[src/rtl/core/best_hamming_window_match_defines.svh]
// ----------------------------------------------------------------------------
// Assertion macros for the best Hamming window match block
// Shared concurrent property forms for the files that check their own logic.
// ----------------------------------------------------------------------------
`ifndef BEST_HAMMING_WINDOW_MATCH_DEFINES_SVH
`define BEST_HAMMING_WINDOW_MATCH_DEFINES_SVH

// Same-cycle implication, checked outside reset.
`define BHWM_ASSERT_NOW(label, clk, rst, ante, cons) \
   label: assert property (@(posedge clk) disable iff (rst) (ante) |-> (cons)) \
      else $error("bhwm: same-cycle check failed");

// Next-cycle implication, checked outside reset.
`define BHWM_ASSERT_NEXT(label, clk, rst, ante, cons) \
   label: assert property (@(posedge clk) disable iff (rst) (ante) |=> (cons)) \
      else $error("bhwm: next-cycle check failed");

`endif

[src/rtl/core/bhwm_pkg.sv]
// ----------------------------------------------------------------------------
// bhwm_pkg
// Shared types and constants of the best Hamming window match block.
// ----------------------------------------------------------------------------
`timescale 1ns / 1ps

package bhwm_pkg;

   localparam int MAX_PATTERN_DEF = 32;
   localparam int SYM_W           = 8;
   localparam int OUT_W           = 6;

   localparam logic CMD_PATTERN = 1'b0;
   localparam logic CMD_GENOME  = 1'b1;

   typedef struct packed {
      logic             command;
      logic [SYM_W-1:0] symbol;
      logic             last;
   } req_type;

   typedef struct packed {
      logic [OUT_W-1:0] best_matches;
      logic [OUT_W-1:0] pattern_length;
      logic             genome_too_short;
   } rsp_type;

   // pattern byte and occupancy handed along the cell row
   typedef struct packed {
      logic             active;
      logic [SYM_W-1:0] symbol;
   } link_type;

   typedef struct packed {
      logic load;
      logic clear;
      logic step;
   } cell_ctrl_type;

endpackage

[src/rtl/core/best_hamming_window_match.sv]
// ----------------------------------------------------------------------------
// best_hamming_window_match: one request per cycle, busy is low except in reset.
// The result leaves in the cycle after the last genome request, strobed once.
// Cell row updates every window count per genome byte; receiver cannot stall.
// Reset (synchronous) empties the pattern and clears all counts and positions.
// ----------------------------------------------------------------------------
`timescale 1ns / 1ps
`include "best_hamming_window_match_defines.svh"

module best_hamming_window_match
   import bhwm_pkg::*;
#(
   parameter int MAX_PATTERN = MAX_PATTERN_DEF
) (
   input  logic    clock,
   input  logic    reset,
   input  logic    start,
   output logic    busy,
   input  req_type req_item,
   output logic    rsp_strobe,
   output rsp_type rsp_item
);

   localparam int              CW      = $clog2(MAX_PATTERN + 1);
   localparam logic [CW-1:0]   MAX_LEN = CW'(MAX_PATTERN);

   // Row layout: pattern bytes shift in at cell 0, so cell 0 holds the newest
   // pattern byte and the full-window count always ends up in cell 0.
   // Counts flow from higher cells down toward cell 0, one cell per genome byte.

   logic                busy_ff;
   logic [CW-1:0]       length_ff, length_in;
   logic [CW-1:0]       position_ff, position_in;
   logic [CW-1:0]       best_ff, best_in;
   logic                done_ff, done_in;
   logic                rsp_strobe_ff;
   rsp_type             rsp_item_ff, rsp_item_in;

   logic                accept, is_pat, is_gen, new_pat, gen_last;
   logic [CW-1:0]       len_base;
   logic [CW-1:0]       pos_next;
   logic [CW-1:0]       best_cand;
   logic                full_window;
   logic                too_short;
   cell_ctrl_type       ctrl;

   link_type            links    [MAX_PATTERN];
   link_type            up_links [MAX_PATTERN];
   logic [CW-1:0]       counts   [MAX_PATTERN];
   logic [CW-1:0]       up_counts[MAX_PATTERN];
   logic [CW-1:0]       next_counts[MAX_PATTERN];
   logic [MAX_PATTERN-1:0] active_vec;

   // ---------------- request decode ----------------
   always_comb begin
      accept   = start && !busy_ff;
      is_pat   = accept && (req_item.command == CMD_PATTERN);
      is_gen   = accept && (req_item.command == CMD_GENOME);
      gen_last = is_gen && req_item.last;
      // a pattern byte after a closed pattern starts a fresh one
      new_pat  = is_pat && done_ff;
      len_base = new_pat ? '0 : length_ff;

      ctrl.load  = is_pat && (len_base < MAX_LEN);
      ctrl.clear = new_pat || gen_last;
      ctrl.step  = is_gen && (length_ff != '0);
   end

   // ---------------- cell row ----------------
   for (genvar c = 0; c < MAX_PATTERN; c++) begin : g_cell
      if (c == 0) begin : g_head
         // newest pattern byte enters here
         assign up_links[c].active = 1'b1;
         assign up_links[c].symbol = req_item.symbol;
      end else begin : g_body
         // drop the old pattern's occupancy when a new one starts
         assign up_links[c].active = links[c-1].active && !new_pat;
         assign up_links[c].symbol = links[c-1].symbol;
      end

      if (c == MAX_PATTERN - 1) begin : g_tail
         assign up_counts[c] = '0;
      end else begin : g_mid
         // an empty upper cell starts the window at zero
         assign up_counts[c] = links[c+1].active ? counts[c+1] : '0;
      end

      assign active_vec[c] = links[c].active;

      bhwm_cell #(
         .CNT_W (CW)
      ) u_cell (
         .clock      (clock),
         .reset      (reset),
         .ctrl       (ctrl),
         .symbol     (req_item.symbol),
         .up_link    (up_links[c]),
         .up_count   (up_counts[c]),
         .link       (links[c]),
         .count      (counts[c]),
         .next_count (next_counts[c])
      );
   end

   // ---------------- window tracking and best count ----------------
   always_comb begin
      // position saturates at the pattern length
      pos_next    = (position_ff < length_ff) ? position_ff + CW'(1) : position_ff;
      full_window = (pos_next == length_ff);
      best_cand   = (full_window && (next_counts[0] > best_ff)) ? next_counts[0] : best_ff;
      if (!ctrl.step) begin
         best_cand = best_ff;
      end
      too_short   = (ctrl.step ? pos_next : position_ff) < length_ff;

      length_in = length_ff;
      if (is_pat) begin
         length_in = ctrl.load ? len_base + CW'(1) : len_base;
      end

      done_in = done_ff;
      if (is_pat) begin
         done_in = req_item.last;
      end else if (is_gen) begin
         done_in = 1'b1;
      end

      position_in = position_ff;
      best_in     = best_ff;
      if (ctrl.clear) begin
         position_in = '0;
         best_in     = '0;
      end else if (ctrl.step) begin
         position_in = pos_next;
         best_in     = best_cand;
      end

      // outputs wrap to their field width
      rsp_item_in.best_matches     = too_short ? '0 : OUT_W'(best_cand);
      rsp_item_in.pattern_length   = OUT_W'(length_ff);
      rsp_item_in.genome_too_short = too_short;
   end

   always_ff @(posedge clock) begin
      if (reset) begin
         busy_ff       <= 1'b1;
         length_ff     <= '0;
         position_ff   <= '0;
         best_ff       <= '0;
         done_ff       <= 1'b1;
         rsp_strobe_ff <= 1'b0;
      end else begin
         busy_ff       <= 1'b0;
         length_ff     <= length_in;
         position_ff   <= position_in;
         best_ff       <= best_in;
         done_ff       <= done_in;
         rsp_strobe_ff <= gen_last;
      end
   end

   // result payload: hold until the next last genome byte
   always_ff @(posedge clock) begin
      if (gen_last) begin
         rsp_item_ff <= rsp_item_in;
      end
   end

   assign busy       = busy_ff;
   assign rsp_strobe = rsp_strobe_ff;
   assign rsp_item   = rsp_item_ff;

   // ---------------- assertions ----------------
   `BHWM_ASSERT_NEXT(a_rsp_after_last, clock, reset, gen_last, rsp_strobe_ff)
   `BHWM_ASSERT_NOW(a_rsp_has_cause, clock, reset, rsp_strobe_ff && !$past(reset), $past(gen_last))
   `BHWM_ASSERT_NOW(a_short_zero, clock, reset, rsp_strobe_ff && rsp_item_ff.genome_too_short, rsp_item_ff.best_matches == '0)
   `BHWM_ASSERT_NOW(a_pos_bounded, clock, reset, 1'b1, position_ff <= length_ff)
   `BHWM_ASSERT_NOW(a_row_fill, clock, reset, 1'b1, $countones(active_vec) == int'(length_ff))

endmodule

[src/rtl/core/bhwm_cell.sv]
// ----------------------------------------------------------------------------
// bhwm_cell
// One cell of the row: holds one pattern byte and one window's partial count.
// ----------------------------------------------------------------------------
`timescale 1ns / 1ps

module bhwm_cell
   import bhwm_pkg::*;
#(
   parameter int CNT_W = 6
) (
   input  logic             clock,
   input  logic             reset,
   input  cell_ctrl_type    ctrl,
   input  logic [SYM_W-1:0] symbol,
   input  link_type         up_link,
   input  logic [CNT_W-1:0] up_count,
   output link_type         link,
   output logic [CNT_W-1:0] count,
   output logic [CNT_W-1:0] next_count
);

   logic             active_ff;
   logic [SYM_W-1:0] char_ff;
   logic [CNT_W-1:0] count_ff;
   logic             hit;

   always_comb begin
      hit        = active_ff && (symbol == char_ff);
      next_count = up_count + CNT_W'(hit);
   end

   always_ff @(posedge clock) begin
      if (reset) begin
         active_ff <= 1'b0;
         count_ff  <= '0;
      end else begin
         if (ctrl.load) begin
            active_ff <= up_link.active;
         end
         if (ctrl.clear) begin
            count_ff <= '0;
         end else if (ctrl.step) begin
            count_ff <= next_count;
         end
      end
   end

   // pattern byte: shift in on load
   always_ff @(posedge clock) begin
      if (ctrl.load) begin
         char_ff <= up_link.symbol;
      end
   end

   assign link.active = active_ff;
   assign link.symbol = char_ff;
   assign count       = count_ff;

endmodule

[config.mk]
export PLATFORM = sky130hd
export DESIGN_NAME = best_hamming_window_match
export DESIGN_NICKNAME = d
export VERILOG_FILES = /design/src/rtl/core/bhwm_pkg.sv /design/src/rtl/core/best_hamming_window_match.sv /design/src/rtl/core/bhwm_cell.sv
export VERILOG_INCLUDE_DIRS = /design/src /design/src/rtl/core
export SDC_FILE = /design/constraint.sdc
export NUM_CORES = 1
export LEC_CHECK = 0
export BUFFER_PORTS_ARGS = -buffer_cell sky130_fd_sc_hd__buf_4
export CAP_MARGIN = 20
export CORE_ASPECT_RATIO = 0.9
export CORE_MARGIN = 2
export CORE_UTILIZATION = 67
export CTS_CLUSTER_DIAMETER = 80
export CTS_CLUSTER_SIZE = 40
export DETAILED_ROUTE_END_ITERATION = 8
export HOLD_SLACK_MARGIN = 0.12
export PLACE_DENSITY_LB_ADDON = 0.05
export SLEW_MARGIN = 10
export SYNTH_ARGS = -nofsm -noshare
export SYNTH_HDL_FRONTEND = slang
export SYNTH_SLANG_ARGS = --single-unit
[constraint.sdc]
create_clock -name clock -period 18.92 [get_ports clock]
set_input_delay 0.946 -clock clock [delete_from_list [all_inputs] [get_ports clock]]
set_output_delay 0.946 -clock clock [all_outputs]
set_load 0.05 [all_outputs]
==> flow_summary.toml <==
[clocking]
numCtsBuffers = 18
clock_sinks = 493
cts_tree = "yes"
clk_path_buf_depth = 3
h-tree-depth = 1
hold_buffers = 0
post_cts_buffers = 0
cts_resized = 0
clkTransAtPathRegs_ns = 0.13
cts_root_buf = "clkbuf_16"
clk_latency_ns = 0.56

[synthesis]
syn_inst = 2074
syn_nets = 2166
synth-simple-area-share_pct = 15.4
ys_ff_latch = 493
avgSynthCellArea_sq_um = 10.9
yosysUniqueCellTypes = 46
synth_top_area_cell = "edfxtp_1"
synth_top_family_by_area = "simple AND/OR/NAND/NOR gates"
ys_seq_area_share_pct = 55.8
muxShareOfSynthArea_pct = 0.533
yosysTopAreaCellShare_pct = 35.9
synth_top_flop_cell = "edfxtp_1"
ys.warnings.count = 0
syn_area_sq_um = 22500
synth-edff-count = 269
synthAdderAreaFrac_pct = 4.39
synth_compound_area_share_pct = 6.26
synthArstFlopShare_pct = 0
yosys.area_share.xor_xnor_pct = 14.9
ys_top_cells_by_area = "edfxtp_1 (36%), dfxtp_1 (20%), xor2_1 (7.6%), xnor2_1 (7.3%), nand2_1 (4.5%)"

[grt]
grt_pass1_wl_mm = 70.8
grtUsageTotal_pct = 24.8
grt-ovfl-total = 0
grt_pass1_vias = 13500
antenna_found_initial = 0
grt_max_degree = 132

[finish]
diodes = 0
layout_common_cells = "nand2_1 (269), edfxtp_1 (269), dfxtp_1 (224)"
nets = 2092
drive_above_1_share_pct = 3.93
syn_to_final_growth_pct = 4.13
fin_util_pct = 71.0
layout.cells.non_filler = 2434
fin_area_sq_um = 23500

[drt]
dr.pass1.iters = 5
viasPerCell = 5.89
drc = 0
wl_per_cell_microns = 17.7
routed_wl_mm = 43.2
dr_total_vias = 14300
ant_nets = 0
drt-initial-drc-count = 1141

[sta]
rsz0062_at_grt = "false"
worst_pin_slew_ns = 1.03
min_period_ns = 4.53
finalSetupViolCount = 0
slew_violations = 0
slew_headroom_pct = 31.5
max_freq_ghz = 0.221
hold_viol_final = 0
period_share_pct = 24.0
finClkSkew_ns = 0.0221
setup_tns_ns = 0

[die]
coreArea_sq_um = 33000
start_util_pct = 68.2
die_y_microns = 178
die-area_sq_um = 35100
ios = 28
die_w_microns = 197
num_rows = 63

[power_and_ir_drop]
clock_power_share_pct = 30.5
power_density_nw_per_um2 = 76.0
power_frac_comb_pct = 4.8
total_power_w = 0.00178
p_sw_share_pct = 22.9
p_int_w = 0.00137
max-vdd-ir-drop_mv = 0.0627
p_leak_nw = 7.87
seqPwrFrac_pct = 64.7
p_switching_w = 0.000409

[critical_path]
r2r_start = "busy"
cp-end-kind = "flop"
crit_start = "start"
critPathMaxFanout = 81
critPathRequiredTime_ns = 19.20
worstSetupPathType = "in2reg"
arrival_ns = 4.82
critPathLaunchType = "input port"
reg2reg_slack_ns = 14.54

[run_status]
status = "completed"

[placement]
placed_area_sq_um = 22800
numPortBuffers = 27
dp_cells = 2402
gp_congestion = 0.814
post-dp-hpwl_mm = 27.3

[min_path]
hold_class = "reg2reg"
hp-start = "g_cell[4].u_cell.count[0]"

[flow_run]
cap_violations = 0
[layer usage]
metal / share of wire, % / GRT usage [%]
met5: 0 / 0
met4: 1.4 / 4.10
met3: 3.9 / 2.32
met1: 49 / 38.2
met2: 46 / 38.9
[worst max-delay path, stage by stage]
cell and delay [ns]:
buf_4 0.08, nor2b_1 0.36, o311a_4 0.53, buf_4 0.68, nand3_1 0.19, xnor2_1 0.23, ha_1 0.27, and4_1 0.22
a221oi_1 0.38, o2111ai_1 0.52, nand4_1 0.28, mux2i_1 0.11
[cell families (layout without fill, tap and decap cells)]
| logic type | after synthesis | in the layout |
|---|---|---|
| xor gates and xnor gates | 383 | 383 |
| adders and majority gates | 79 | 79 |
| and+or+nand+nor | 727 | 727 |
| DFF | 493 | 493 |
| AOI/OAI and AO/OA | 231 | 231 |
| buffers and inverters | 149 | 87 |
| muxes | 12 | 12 |
[final timing paths]
kind	end	cells after the start
setup / recovery	rsp_item[7]	12
hold / removal	g_cell[4].u_cell.count[0]	2
setup reg to reg	rsp_item[7]	11
hold reg to reg	g_cell[4].u_cell.count[0]	2
[cell type report]
type / count / area [sq um]
Multi-Input combinational cell: 1432 / 9380
Tap cell: 422 / 528
Clock buffer: 22 / 497
Clock inverter: 10 / 130
Fill cell: 2400 / 9580
Sequential cell: 493 / 12600
Timing Repair Buffer: 37 / 278
Inverter: 18 / 75.1
[registers in the layout (all words and copies together) (netlist names)]
name	flops
position_ff	6
g_cell.u_cell.active_ff	32
rsp_item	13
length_ff	6
g_cell.u_cell.count	171
best_ff	6
rsp_strobe	1
done_ff	1
busy	1
g_cell.u_cell.char_ff	256
[power groups by stage]
| stage | Sequential (W) | Combinational (W) | Clock, W |
|---|---|---|---|
| 2_1_floorplan | 0.00118 | 0.0000636 | 0 |
| 3_3_place_gp | 0.00118 | 0.0000839 | 0 |
| 3_5_place_dp | 0.00118 | 0.0000858 | 0 |
| 4_1_cts | 0.00115 | 0.0000864 | 0.000558 |
| 5_1_grt | 0.00115 | 0.0000936 | 0.000592 |
| 6_report | 0.00115 | 0.0000861 | 0.000543 |
[synthesized netlist by cell type (3+ instances only)]
cell and instances:
nand3_1 156, xnor2_1 187, o21a_1 4, buf_1 26, clkbuf_1 81, buf_2 22, dfxtp_1 224, a22oi_1 31
and3_1 32, edfxtp_1 269, nor2_1 86, nand2_1 269, nor3_1 10, nand3b_1 9, o21ai_0 3, and2_1 70
mux2i_1 12, o211ai_1 4, a21oi_1 146, nand4_1 35, ha_1 79, inv_1 18, xor2_1 196, a211oi_1 28
nor2b_1 4, nor4_1 49
[stage by stage]
stage          worst slack, ns  hold WS (ns)
2_1_floorplan            11.60         0.409
3_3_place_gp             14.00         0.438
3_5_place_dp             13.81         0.444
4_1_cts                  14.41         0.461
5_1_grt                  14.02         0.484
6_report                 14.39         0.459
No activity file was read; power rests on OpenSTA's default activity.
